<file path="src/evf_pkg.sv">
`timescale 1ns / 1ps

package evf_pkg;

    localparam int COORD_W        = 32;
    localparam int IDX_OUT_W      = 16;
    localparam int NUM_AXES       = 3;
    localparam int NUM_DIRS       = 6;
    localparam int CFG_ADDR_W     = 3;
    localparam int CFG_DATA_W     = 64;
    localparam int NUM_REGS       = 6;
    localparam int MAX_VERTICES_DEF = 65536;
    localparam int FIFO_DEPTH     = 8;

    // Configuration register indexes.
    localparam logic [CFG_ADDR_W-1:0] REG_ROW_X_AB = 3'd0;
    localparam logic [CFG_ADDR_W-1:0] REG_ROW_X_CT = 3'd1;
    localparam logic [CFG_ADDR_W-1:0] REG_ROW_Y_AB = 3'd2;
    localparam logic [CFG_ADDR_W-1:0] REG_ROW_Y_CT = 3'd3;
    localparam logic [CFG_ADDR_W-1:0] REG_ROW_Z_AB = 3'd4;
    localparam logic [CFG_ADDR_W-1:0] REG_ROW_Z_CT = 3'd5;

    // Reset values form the identity transform.
    localparam logic [CFG_DATA_W-1:0] RST_ROW_X_AB = 64'h0000_0000_0001_0000;
    localparam logic [CFG_DATA_W-1:0] RST_ROW_X_CT = 64'h0000_0000_0000_0000;
    localparam logic [CFG_DATA_W-1:0] RST_ROW_Y_AB = 64'h0001_0000_0000_0000;
    localparam logic [CFG_DATA_W-1:0] RST_ROW_Y_CT = 64'h0000_0000_0000_0000;
    localparam logic [CFG_DATA_W-1:0] RST_ROW_Z_AB = 64'h0000_0000_0000_0000;
    localparam logic [CFG_DATA_W-1:0] RST_ROW_Z_CT = 64'h0000_0000_0001_0000;

    // One transformed vertex as it travels from the front to the back.
    typedef struct packed {
        logic [NUM_AXES-1:0][COORD_W-1:0] coord;
        logic                             last;
    } xf_item_t;

endpackage

</file>
<file path="src/evf_fifo.sv">
`timescale 1ns / 1ps

module evf_fifo #(
    parameter int DEPTH = evf_pkg::FIFO_DEPTH
) (
    input  logic                           aclk,
    input  logic                           aresetn,
    input  logic                           push,
    input  evf_pkg::xf_item_t              push_item,
    input  logic                           pop,
    output logic                           not_empty,
    output evf_pkg::xf_item_t              head_item,
    output logic [$clog2(DEPTH+1)-1:0]     count
);
    import evf_pkg::*;

    localparam int PW = (DEPTH > 1) ? $clog2(DEPTH) : 1;
    localparam int CW = $clog2(DEPTH + 1);

    xf_item_t        mem [DEPTH];
    logic [PW-1:0]   wr_ptr_reg, rd_ptr_reg;
    logic [CW-1:0]   count_reg;

    always_ff @(posedge aclk) begin
        if (!aresetn) begin
            wr_ptr_reg <= '0;
            rd_ptr_reg <= '0;
            count_reg  <= '0;
        end else begin
            if (push) begin
                wr_ptr_reg <= (wr_ptr_reg == PW'(DEPTH - 1)) ? '0 : wr_ptr_reg + 1'b1;
            end
            if (pop) begin
                rd_ptr_reg <= (rd_ptr_reg == PW'(DEPTH - 1)) ? '0 : rd_ptr_reg + 1'b1;
            end
            if (push && !pop) begin
                count_reg <= count_reg + 1'b1;
            end else if (pop && !push) begin
                count_reg <= count_reg - 1'b1;
            end
        end
    end

    always_ff @(posedge aclk) begin
        if (push) begin
            mem[wr_ptr_reg] <= push_item;
        end
    end

    assign head_item = mem[rd_ptr_reg];
    assign not_empty = (count_reg != '0);
    assign count     = count_reg;

`ifndef ASSERT_OFF
    a_no_overflow: assert property (@(posedge aclk) disable iff (!aresetn)
        !(push && !pop && count_reg == CW'(DEPTH)))
        else $error("queue written while full");
    a_no_underflow: assert property (@(posedge aclk) disable iff (!aresetn)
        !(pop && count_reg == '0))
        else $error("queue read while empty");
    a_count_range: assert property (@(posedge aclk) disable iff (!aresetn)
        count_reg <= CW'(DEPTH))
        else $error("queue count out of range");
`endif

endmodule

</file>
<file path="config.mk">
export PLATFORM = sky130hd
export DESIGN_NAME = evf_fifo
export DESIGN_NICKNAME = d
export VERILOG_FILES = /design/src/evf_pkg.sv /design/src/evf_fifo.sv
export SDC_FILE = /design/constraint.sdc
export NUM_CORES = 1
export LEC_CHECK = 0
export BUFFER_PORTS_ARGS = -buffer_cell sky130_fd_sc_hd__buf_2
export CORE_MARGIN = 3
export CORE_UTILIZATION = 54
export CTS_BUF_LIST = sky130_fd_sc_hd__clkbuf_16
export CTS_CLUSTER_SIZE = 16
export DETAILED_ROUTE_END_ITERATION = 8
export PLACE_DENSITY = 0.76
export SETUP_SLACK_MARGIN = 0.05
export SLEW_MARGIN = 20
export SYNTH_ARGS = -nofsm -noshare
export SYNTH_HDL_FRONTEND = slang
export SYNTH_SLANG_ARGS = --single-unit
</file>
<file path="constraint.sdc">
create_clock -name aclk -period 8.05 [get_ports aclk]
set_input_delay 0.4025 -clock aclk [delete_from_list [all_inputs] [get_ports aclk]]
set_output_delay 0.4025 -clock aclk [all_outputs]
set_load 0.05 [all_outputs]
</file>
==> flow_metrics.tcl <==
set metrics [dict create \
    status "completed" \
    met1_usage_pct 26.5 \
    slew_viol_final 0 \
    num_rows 85 \
    setup-violations-final 0 \
    synthArstFlopShare_pct 0 \
    cp-start-kind "flop" \
    synth-edff-count 776 \
    grt_use_met3_pct 5.42 \
    antenna_left 0 \
    cts_max_level 3 \
    yosys.area.top_type "edfxtp_1" \
    place_area_sq_um 31500 \
    instances_no_fill 2204 \
    grt_first_pass_wirelength_um 85400 \
    slew_headroom_pct 30.2 \
    syn_area_sq_um 29800 \
    root_buffer "clkbuf_16" \
    cts.sinks 789 \
    end_kind "output port" \
    die_h_um 241 \
    fin_crit_sh_pct 48.6 \
    grt_pass1_vias 13900 \
    ctsHoldBuffers 0 \
    grt_overflow_total 0 \
    synthFlopType "edfxtp_1" \
    busiest_layer "met2" \
    vias 13000 \
    drt_iter0_drc 1110 \
    clock_path_buffers 3 \
    syn_avg_cell_area_sq_um 24.9 \
    synthTopCellsByArea "edfxtp_1 (78%), mux4_2 (15%), mux2_2 (3.7%), dfxtp_1 (0.87%), buf_6 (0.68%)" \
    io_buffer_count 202 \
    gp_congestion 0.688 \
    dieArea_sq_um 58000 \
    drt-total-wl_um 56000 \
    r2r_cells 3 \
    worst_pin_slew_ps 1050 \
    start_util_pct 54.9 \
    yosys_warnings 0 \
    antenna_found_initial 15 \
    layout_common_cells "edfxtp_1 (776), buf_2 (202), mux4_2 (194)" \
    rsz0062_at_grt "no" \
    grt_max_degree 89 \
    p_leak_nw 10.9 \
    viasPerCell 5.91 \
    numCtsBuffers 79 \
    seq_area_frac_synth_pct 79.1 \
    synthToLayoutAreaGrowth_pct 14.3 \
    core_area_sq_um 54200 \
    finalPower_w 0.00889 \
    whs_path_depth 1 \
    wl_per_cell_um 25.4 \
    cts.clk_slew.worst_paths_ps 60 \
    worst-endpoint-arrival_ps 3510 \
    dp.cells 2058 \
    fin_setup_tns_ps 0 \
    synth-seq-cells 789 \
    synth_fp_nets 1304 \
    first_pass_iters 4 \
    fin_nets 1552 \
    final_cell_area_sq_um 34000 \
    synthCells 1195 \
    synth.distinct_cells 26 \
    fmax_mhz 256 \
    io_pins 203 \
    maxCapViolCount 0 \
    hp-class "input pin to flop" \
    hold_violations 0 \
    cts_resized 0 \
    critPathRequiredTime_ps 7650 \
    clk_latency_ps 610 \
    drc_errors 0 \
    grt_util_met2_pct 32.7 \
    period_minus_slack_ps 3910 \
    utilization_pct 62.8 \
    critPathKind "flop to output port" \
    critPathMaxFanout 71 \
    dp_hpwl_um 28400 \
    cellPowerDensity_nw_per_um2 261 \
    yosysTopAreaCellShare_pct 78.3 \
    num-fill-cells 3540 \
    finClkSkew_ps 19.8 \
    dieWidth_um 241 \
    cts_tree "yes" \
    post_cts.repair.setup_buffers 0 \
    largest_reg_flops 776 \
    drive_gt1_share_pct 42.4 \
    ir_drop_mv 0.221 \
    grt_use_total_pct 19.9 \
    final_common_cell "edfxtp_1" \
]
worst paths after layout:
path                                end  slack, ps                       start
setup / recovery           head_item[1]       4140                        flop
hold / removal     mem[0][42]$_DFFE_PP_         50               push_item[42]
setup reg to reg   mem[0][69]$_DFFE_PP_       5940  wr_ptr_reg[0]$_SDFFE_PN0P_
hold reg to reg   count[3]$_SDFFE_PN0P_        490       count[3]$_SDFFE_PN0P_
final cells by class:
cell class / count / area (sq um) / area share [%]
Tap cell: 696 / 871 / 2.56
Sequential cell: 789 / 23600 / 69.3
Timing Repair Buffer: 224 / 1190 / 3.49
Clock inverter: 57 / 479 / 1.41
Inverter: 3 / 11.3 / 0.0331
Antenna cell: 9 / 22.5 / 0.0662
Multi-Input combinational cell: 346 / 5890 / 17.3
Clock buffer: 80 / 2000 / 5.88
routing by layer:
metal / wire length, um / share of wire, %
met5: 123 / 0.22
met3: 3920 / 7.0
met4: 1160 / 2.1
met1: 22400 / 40
met2: 28400 / 51
synthesized netlist by cell type (2+ instances only):
cell type    n
nor3_1       3
nand2_1      7
buf_6       18
dfxtp_1     13
a21oi_1      3
xnor2_1      2
mux4_2     194
mux2_2      97
clkbuf_1    17
nor2_1       8
buf_1        9
nand2b_1     4
mux2i_1      4
and2_1       4
buf_2       13
edfxtp_1   776
ha_1         7
nor2b_1      5
o21ai_0      2
inv_1        3
kinds of logic after synthesis:
family	after synthesis	synth area share, %
AO/OA/AOI/OAI	8	0.151
XOR/XNOR	2	0.0588
adder cells (fa/ha/maj)	8	0.361
buffers and inverters	60	1.26
flip-flops	789	79.1
multiplexers	295	18.5
AND/OR/NAND/NOR	33	0.555
critical path: stages, from the launching register on:
cell	delay [ps]
dfxtp_4	950
buf_4	910
mux4_2	450
mux2_2	290
buf_2	220
power breakdown:
group          switching [W]  internal (W)
clock                0.00148       0.00200
combinational       0.000498      0.000269
sequential         0.0000385       0.00460
total                0.00202       0.00688
metrics by stage:
stage	hold slack (ps)	worst slack (ps)
global placement	467	4700
detailed placement	471	4720
floorplan	501	304
finish	50.9	4140
CTS	5.46	4040
global route	23.3	3930
(Power assumes the default switching activity.)
