### config.mk
export PLATFORM = sky130hd
export DESIGN_NAME = evf_back
export DESIGN_NICKNAME = d
export VERILOG_FILES = /design/src/evf_pkg.sv /design/src/evf_back.sv
export SDC_FILE = /design/constraint.sdc
export NUM_CORES = 1
export LEC_CHECK = 0
export BUFFER_PORTS_ARGS = -buffer_cell sky130_fd_sc_hd__buf_2
export CORE_ASPECT_RATIO = 0.8
export CORE_MARGIN = 2
export CORE_UTILIZATION = 30
export DETAILED_ROUTE_END_ITERATION = 12
export SKIP_CTS_REPAIR_TIMING = 1
export SYNTH_ARGS = -nofsm -noshare
export SYNTH_HDL_FRONTEND = slang
export SYNTH_SLANG_ARGS = --single-unit
### constraint.sdc
create_clock -name aclk -period 7.8 [get_ports aclk]
set_clock_uncertainty 0.1 [all_clocks]
set_input_delay 1.17 -clock aclk [delete_from_list [all_inputs] [get_ports aclk]]
set_output_delay 1.17 -clock aclk [all_outputs]
set_load 0.01 [all_outputs]
### src/evf_pkg.sv
`timescale 1ns / 1ps

package evf_pkg;

    localparam int COORD_W        = 32;
    localparam int IDX_OUT_W      = 16;
    localparam int NUM_AXES       = 3;
    localparam int NUM_DIRS       = 6;
    localparam int CFG_ADDR_W     = 3;
    localparam int CFG_DATA_W     = 64;
    localparam int NUM_REGS       = 6;
    localparam int MAX_VERTICES_DEF = 65536;
    localparam int FIFO_DEPTH     = 8;

    // Configuration register indexes.
    localparam logic [CFG_ADDR_W-1:0] REG_ROW_X_AB = 3'd0;
    localparam logic [CFG_ADDR_W-1:0] REG_ROW_X_CT = 3'd1;
    localparam logic [CFG_ADDR_W-1:0] REG_ROW_Y_AB = 3'd2;
    localparam logic [CFG_ADDR_W-1:0] REG_ROW_Y_CT = 3'd3;
    localparam logic [CFG_ADDR_W-1:0] REG_ROW_Z_AB = 3'd4;
    localparam logic [CFG_ADDR_W-1:0] REG_ROW_Z_CT = 3'd5;

    // Reset values form the identity transform.
    localparam logic [CFG_DATA_W-1:0] RST_ROW_X_AB = 64'h0000_0000_0001_0000;
    localparam logic [CFG_DATA_W-1:0] RST_ROW_X_CT = 64'h0000_0000_0000_0000;
    localparam logic [CFG_DATA_W-1:0] RST_ROW_Y_AB = 64'h0001_0000_0000_0000;
    localparam logic [CFG_DATA_W-1:0] RST_ROW_Y_CT = 64'h0000_0000_0000_0000;
    localparam logic [CFG_DATA_W-1:0] RST_ROW_Z_AB = 64'h0000_0000_0000_0000;
    localparam logic [CFG_DATA_W-1:0] RST_ROW_Z_CT = 64'h0000_0000_0001_0000;

    // One transformed vertex as it travels from the front to the back.
    typedef struct packed {
        logic [NUM_AXES-1:0][COORD_W-1:0] coord;
        logic                             last;
    } xf_item_t;

endpackage

### src/evf_back.sv
`timescale 1ns / 1ps

module evf_back #(
    parameter int MAX_VERTICES = evf_pkg::MAX_VERTICES_DEF
) (
    input  logic                                                aclk,
    input  logic                                                aresetn,
    input  logic                                                item_valid,
    input  evf_pkg::xf_item_t                                   item,
    output logic                                                item_pop,
    output logic                                                m_tvalid,
    input  logic                                                m_tready,
    output logic [evf_pkg::NUM_DIRS*evf_pkg::IDX_OUT_W-1:0]     m_tdata,
    output logic                                                m_tuser
);
    import evf_pkg::*;

    localparam int IW = (MAX_VERTICES > 1) ? $clog2(MAX_VERTICES) : 1;
    localparam int CW = $clog2(MAX_VERTICES + 1);

    logic                                  seen_first_reg;
    logic [CW-1:0]                         counter_reg, counter_next;
    logic                                  overflow_reg, overflow_next;
    logic signed [COORD_W-1:0]             ext_coord_reg [NUM_DIRS];
    logic signed [COORD_W-1:0]             ext_coord_next [NUM_DIRS];
    logic [IW-1:0]                         ext_idx_reg [NUM_DIRS];
    logic [IW-1:0]                         ext_idx_next [NUM_DIRS];
    logic [IW-1:0]                         idx_cur;
    logic                                  out_valid_reg;
    logic [NUM_DIRS*IDX_OUT_W-1:0]         out_data_reg;
    logic                                  out_user_reg;

    // A last item can only go when the output register is free or draining.
    assign item_pop = item_valid && (!item.last || !out_valid_reg || m_tready);

    always_comb begin
        logic signed [COORD_W-1:0] v;
        logic                      take;
        if (counter_reg < CW'(MAX_VERTICES)) begin
            idx_cur       = counter_reg[IW-1:0];
            counter_next  = counter_reg + 1'b1;
            overflow_next = overflow_reg;
        end else begin
            idx_cur       = IW'(MAX_VERTICES - 1);
            counter_next  = counter_reg;
            overflow_next = 1'b1;
        end
        for (int k = 0; k < NUM_DIRS; k++) begin
            v = $signed(item.coord[k >> 1]);
            if (!seen_first_reg) begin
                take = 1'b1;
            end else if ((k % 2) == 0) begin
                take = v > ext_coord_reg[k];
            end else begin
                take = v < ext_coord_reg[k];
            end
            ext_coord_next[k] = take ? v       : ext_coord_reg[k];
            ext_idx_next[k]   = take ? idx_cur : ext_idx_reg[k];
        end
    end

    always_ff @(posedge aclk) begin
        if (!aresetn) begin
            seen_first_reg <= 1'b0;
            counter_reg    <= '0;
            overflow_reg   <= 1'b0;
            out_valid_reg  <= 1'b0;
        end else begin
            if (item_pop && item.last) begin
                out_valid_reg <= 1'b1;
            end else if (m_tready) begin
                out_valid_reg <= 1'b0;
            end
            if (item_pop) begin
                if (item.last) begin
                    seen_first_reg <= 1'b0;
                    counter_reg    <= '0;
                    overflow_reg   <= 1'b0;
                end else begin
                    seen_first_reg <= 1'b1;
                    counter_reg    <= counter_next;
                    overflow_reg   <= overflow_next;
                end
            end
        end
    end

    always_ff @(posedge aclk) begin
        if (item_pop) begin
            ext_coord_reg <= ext_coord_next;
            ext_idx_reg   <= ext_idx_next;
            if (item.last) begin
                for (int k = 0; k < NUM_DIRS; k++) begin
                    out_data_reg[k*IDX_OUT_W +: IDX_OUT_W] <= IDX_OUT_W'(ext_idx_next[k]);
                end
                out_user_reg <= overflow_next;
            end
        end
    end

    assign m_tvalid = out_valid_reg;
    assign m_tdata  = out_data_reg;
    assign m_tuser  = out_user_reg;

`ifndef ASSERT_OFF
    a_ovf_at_limit: assert property (@(posedge aclk) disable iff (!aresetn)
        overflow_reg |-> counter_reg == CW'(MAX_VERTICES))
        else $error("overflow flag set below the vertex limit");
    a_fresh_mesh: assert property (@(posedge aclk) disable iff (!aresetn)
        !seen_first_reg |-> (counter_reg == '0 && !overflow_reg))
        else $error("mesh state not clear before first vertex");
    a_no_result_loss: assert property (@(posedge aclk) disable iff (!aresetn)
        !(item_pop && item.last && out_valid_reg && !m_tready))
        else $error("result taken over a pending result");
    a_clear_after_last: assert property (@(posedge aclk) disable iff (!aresetn)
        (item_pop && item.last) |=> (m_tvalid && !seen_first_reg))
        else $error("last item did not produce a result");
`endif

endmodule

==> results.yml, run 1 <==
synthesis:
  ys_warn_count: 0
  async_reset_ff_share_pct: 0
  synth_nets: 1595
  ys_ff_latch: 405
  synth.distinct_cells: 45
  syn_inst: 1304
  yosysSeqAreaShare_pct: 63.55
  synth-edff-count: 385
  netlist_area_mm2: 0.01882
  syn_avg_cell_area_um2: 14.43
  synth_flop_cell: "edfxtp_1"
cells_and_area:
  largest_register_ffs: 192
  design_area_mm2: 0.02226
  drive_above_1_share_pct: 25.49
  fin_util_pct: 35.68
  final_common_cell: "edfxtp_1"
  layout_common_cells: "edfxtp_1 (385), buf_2 (199), inv_1 (192), ha_1 (190), a21oi_1 (69)"
  fill_cells: 6066
  final_nets: 1837
  syn_to_final_growth_pct: 18.26
hold_path:
  hold_class: "reg -> reg"
  min_delay_path_depth: 2
  holdPathEnd: "overflow_reg$_SDFFE_PN0P_"
  min-delay-start: "overflow_reg$_SDFFE_PN0P_"
run:
  max_cap_violations: 0
floorplan:
  core_mm2: 0.06238
  start_util_pct: 30.17
  num_rows: 82
  dieArea_mm2: 0.06477
  die_h_um: 228.0
  pin_count: 200
  fp.dieW_um: 284.0
timing:
  rsz0062_at_grt: "no"
  fin_crit_ns: 4.121
  period_share_pct: 52.83
  slew_viol_final: 0
  hold_violations: 0
  slew_headroom_pct: 29.44
  max_freq_mhz: 242.7
  setup_slack_ns: 3.679
  tightest_slew_ns: 1.036
  finalSetupViolCount: 0
  final.setup.tns_ns: 0
cts:
  cts_made_buffers: 45
  cts_sinks: 405
  cts.path.max_buffers: 3
  cts_tree: "done"
  clock_latency_ns: 0.56
  root_buffer: "clkbuf_16"
  cts_max_level: 2
  clk_pin_slew_ns: 0.06
place:
  portBuffers: 199
  gp_congestion: 0.8246
  place_ws_ns: 3.145
  placed_cell_area_mm2: 0.02088
  dp_hpwl_um: 29360
worst_setup_path:
  critical_path.most_common_cell: "buf_2"
  rrSetupSlack_ns: 4.22
  reg2reg_from: "ext_coord_reg[66]$_DFFE_PP_"
  r2r_end: "m_tdata[63]$_DFFE_PP_"
  max_stage_delay_ns: 0.66
  critPathCaptureType: "output port"
  cpMaxStageDelayCell: "inv_4"
  required_ns: 6.53
  path_class: "in -> out"
  cp-start-kind: "primary input"
  cp-startpoint: "item[0]"
  cp_cell_sequence: "buf_2 -> nand3b_1 -> nand2_1 -> inv_4 -> buf_2"
  critPathMaxFanout: 41
  path_buf_inv: 3
  crit_family: "buffers and inverters"
  cp.arrival_ns: 2.85
  rr_worst_depth: 9
grt:
  grt_pass1_wl_um: 65410
  overflow: 0
  grt_pass1_vias: 11070
  track_usage_pct: 12.97
  grt_max_degree: 64
  antenna_found_initial: 7
pwr:
  p_leak_uw: 0.009463
  ir_worst_vdd_mv: 0.1507
  powerDensity_mw_per_mm2: 228.3
  total_power_uw: 5081
drt:
  drt-total-wl_um: 42180
  vias_per_cell: 4.506
  first_iter_violations: 663
  drc: 0
  drt-pass1-iter-count: 6
  route.met3.wl_um: 2141
  num_vias: 10930
  ant_nets: 0
  wl_met1_um: 20760
  met2_length_um: 18340
  top_layer: "met5"
  wl_per_cell_um: 17.40
status:
  outcome: "completed"
==> cells in the mapped netlist (all sizes together) (2+ instances only) <==
cell | instances | share of area, %
or2 | 17 | 0.57
buf | 6 | 0.36
a2111oi | 2 | 0.093
a31oi | 4 | 0.13
nor2b | 8 | 0.27
a21boi | 7 | 0.28
clkbuf | 6 | 0.12
nor4 | 9 | 0.61
a221oi | 6 | 0.28
and3 | 4 | 0.13
xnor2 | 2 | 0.093
mux2 | 99 | 7.1
mux2i | 3 | 0.22
a21oi | 69 | 1.8
or3 | 3 | 0.10
dfxtp | 20 | 2.1
nand4 | 36 | 1.3
a21o | 8 | 0.32
o311a | 3 | 0.16
nand2 | 62 | 1.2
nand3 | 31 | 0.82
o21ai | 27 | 0.72
ha | 190 | 13
edfxtp | 385 | 61
nor2 | 48 | 0.96
a211oi | 13 | 0.52
a311o | 2 | 0.11
inv | 193 | 3.8
and4 | 3 | 0.14
and2 | 5 | 0.17
xor2 | 9 | 0.42
o211ai | 6 | 0.24
nand2b | 9 | 0.30
o31a | 3 | 0.14
==> worst max path at each step <==
stage,end,depth (start not counted)
6_report,item_pop,5
5_1_grt,item_pop,5
4_1_cts,item_pop,5
3_5_place_dp,m_tdata[63]$_DFFE_PP_,9
3_3_place_gp,ext_idx_reg[32]$_DFFE_PP_,9
2_1_floorplan,ext_coord_reg[100]$_DFFE_PP_,4
==> tightest hold or removal path, cell delays in order, from the launching register on <==
cell     delay, ns
dfxtp_1       0.32
a21oi_1       0.04
nor2_1        0.07
==> per-layer routing <==
layer  track usage (%)  up-vias
met4             3.553        8
met1             18.54     5318
met3             3.080       72
met2             19.67      228
met5                 0        -
li1                  -     5302
==> metrics by stage <==
step,cells,hold WS (ns)
floorplan,1304,0.3293
global placement,2339,0.3466
detailed placement,2339,0.3566
CTS,2421,0.3709
global route,2422,0.3865
finish,2425,0.3642
==> cells by family after synthesis <==
| kind of cell | synth area share [%] |
|---|---|
| buf+inv | 4.328 |
| compound gates | 4.913 |
| simple gates | 6.787 |
| fa+ha+maj | 12.63 |
| mux | 7.279 |
| xor+xnor | 0.5119 |
| flops | 63.55 |
==> final cells by class <==
class | count | area (um2) | area share, %
Antenna cell | 4 | 10.01 | 0.04497
Multi-Input combinational cell | 694 | 6086 | 27.34
Timing Repair Buffer | 207 | 1056 | 4.744
Inverter | 193 | 726.9 | 3.266
Clock buffer | 55 | 1206 | 5.419
Clock inverter | 27 | 161.4 | 0.7251
Tap cell | 840 | 1051 | 4.722
Sequential cell | 405 | 11960 | 53.74
==> power breakdown <==
group	switching, uW	internal, uW	leakage, uW
combinational	319	198	0.00485
clock	862	1130	0.000663
sequential	34.6	2540	0.00395
No activity file was read; power rests on OpenSTA's default activity.
==> inputs of run 2 (changes only) <==
Clock period 7.8 ns to 4.15 ns, I/O delays scaled along.
==> results.yml, run 2 (synthesis gave the netlist of run 1 again) <==
status:
  outcome: "completed"
drt:
  drt-total-wl_um: 42080
  top_layer: "met5"
  first_iter_violations: 620
  wl_met1_um: 20480
  drt-pass1-iter-count: 5
  drc: 0
  num_vias: 10940
  ant_nets: 0
  wl_per_cell_um: 17.31
  vias_per_cell: 4.499
  met2_length_um: 18690
  route.met3.wl_um: 2166
pwr:
  p_leak_uw: 0.009606
  ir_worst_vdd_mv: 0.2783
  powerDensity_mw_per_mm2: 445.7
place:
  gp_congestion: 0.8096
  dp_hpwl_um: 29570
  dp.cells: 2345
  portBuffers: 199
grt:
  grt_max_degree: 67
  grt_pass1_wl_um: 65580
  grt_pass1_vias: 11300
  overflow: 0
  track_usage_pct: 12.95
  antenna_found_initial: 5
floorplan:
  pin_count: 200
  dieArea_mm2: 0.06477
  num_rows: 82
  core_mm2: 0.06238
  fp.dieW_um: 284.0
  start_util_pct: 30.17
  die_h_um: 228.0
cts:
  clk_pin_slew_ns: 0.06
  clock_latency_ns: 0.58
  cts_tree: "done"
  cts_max_level: 2
  cts.path.max_buffers: 3
  cts_made_buffers: 45
  root_buffer: "clkbuf_16"
  cts_sinks: 405
worst_setup_path:
  critPathMaxFanout: 17
  cp_cell_sequence: "inv_1 -> ha_1 -> a211oi_1 -> o21ai_1 -> a211oi_1 -> o21ai_1 -> a31oi_1 -> mux2i_4 -> buf_4 -> mux2_2"
  cpMaxStageDelayCell: "mux2_2"
  path_class: "reg -> reg"
  rrSetupSlack_ns: 0.91
  cp-start-kind: "flop"
  max_stage_delay_ns: 0.40
  required_ns: 4.36
  critPathCaptureType: "flop"
  cp.arrival_ns: 3.45
run:
  max_cap_violations: 0
timing:
  fin_crit_ns: 3.240
  hold_violations: 0
  max_freq_mhz: 308.6
  tightest_slew_ns: 0.9492
  hold_ws_ns: 0.1686
  period_share_pct: 78.08
  final.setup.tns_ns: 0
  finalSetupViolCount: 0
  rsz0062_at_grt: "no"
  slew_viol_final: 0
  slew_headroom_pct: 36.72
hold_path:
  hold_class: "in -> reg"
cells_and_area:
  layout_common_cells: "edfxtp_1 (385), buf_2 (199), inv_1 (192), ha_1 (190), a21oi_1 (69)"
  stdcell_count: 2431
  final_common_cell: "edfxtp_1"
  syn_to_final_growth_pct: 19.90
  final_nets: 1843
  largest_register_ffs: 192
  drive_above_1_share_pct: 26.57
run 2: power breakdown:
part | switching, uW | total (uW) | internal, uW
Combinational | 594 | 979 | 384
Sequential | 68.7 | 4830 | 4760
Clock | 1690 | 4250 | 2550
run 2: cell type report:
| cell class | instances | area [um2] |
|---|---|---|
| Multi-Input combinational cell | 694 | 6085 |
| Inverter | 193 | 728.2 |
| Tap cell | 840 | 1051 |
| Sequential cell | 405 | 11960 |
| Clock inverter | 32 | 412.9 |
| Antenna cell | 3 | 7.507 |
| Timing Repair Buffer | 213 | 1151 |
| Clock buffer | 51 | 1170 |
| Fill cell | 6006 | 39810 |
run 2: final timing paths:
path                         startpoint                           to  cells after the start
min reg2reg   overflow_reg$_SDFFE_PN0P_    overflow_reg$_SDFFE_PN0P_                      2
max          ext_coord_reg[2]$_DFFE_PP_     ext_idx_reg[4]$_DFFE_PP_                     10
max reg2reg  ext_coord_reg[2]$_DFFE_PP_     ext_idx_reg[4]$_DFFE_PP_                     10
min                            item[54]  ext_coord_reg[85]$_DFFE_PP_                      1
run 2: through the flow:
stage | area [um2] | setup slack [ns] | total power (uW) | utilization, %
after floorplan | 18830 | 0.03641 | 5526 | -
after global placement | 20980 | 0.5588 | 5872 | 33.63
after detailed placement | 20980 | 0.5190 | 5909 | 33.63
after CTS | 22560 | 0.8949 | 10220 | 36.16
after global routing | 22560 | 0.6713 | 10530 | 36.17
final | 22570 | 0.9096 | 10060 | 36.18
run 2: routing by layer:
| metal | GRT usage [%] | up-vias |
|---|---|---|
| li1 | - | 5306 |
| met1 | 18.38 | 5371 |
| met2 | 19.93 | 208 |
| met3 | 3.060 | 51 |
| met4 | 3.257 | 2 |
| met5 | 0 | - |
run 2: worst max-delay path: cells and delay by family (launching register included):
kind | cells | cell delay [ns]
buffers and inverters | 2 | 0.44
muxes | 2 | 0.68
adders and majority gates | 1 | 0.23
AOI/OAI and AO/OA | 5 | 1.16
DFF | 1 | 0.37
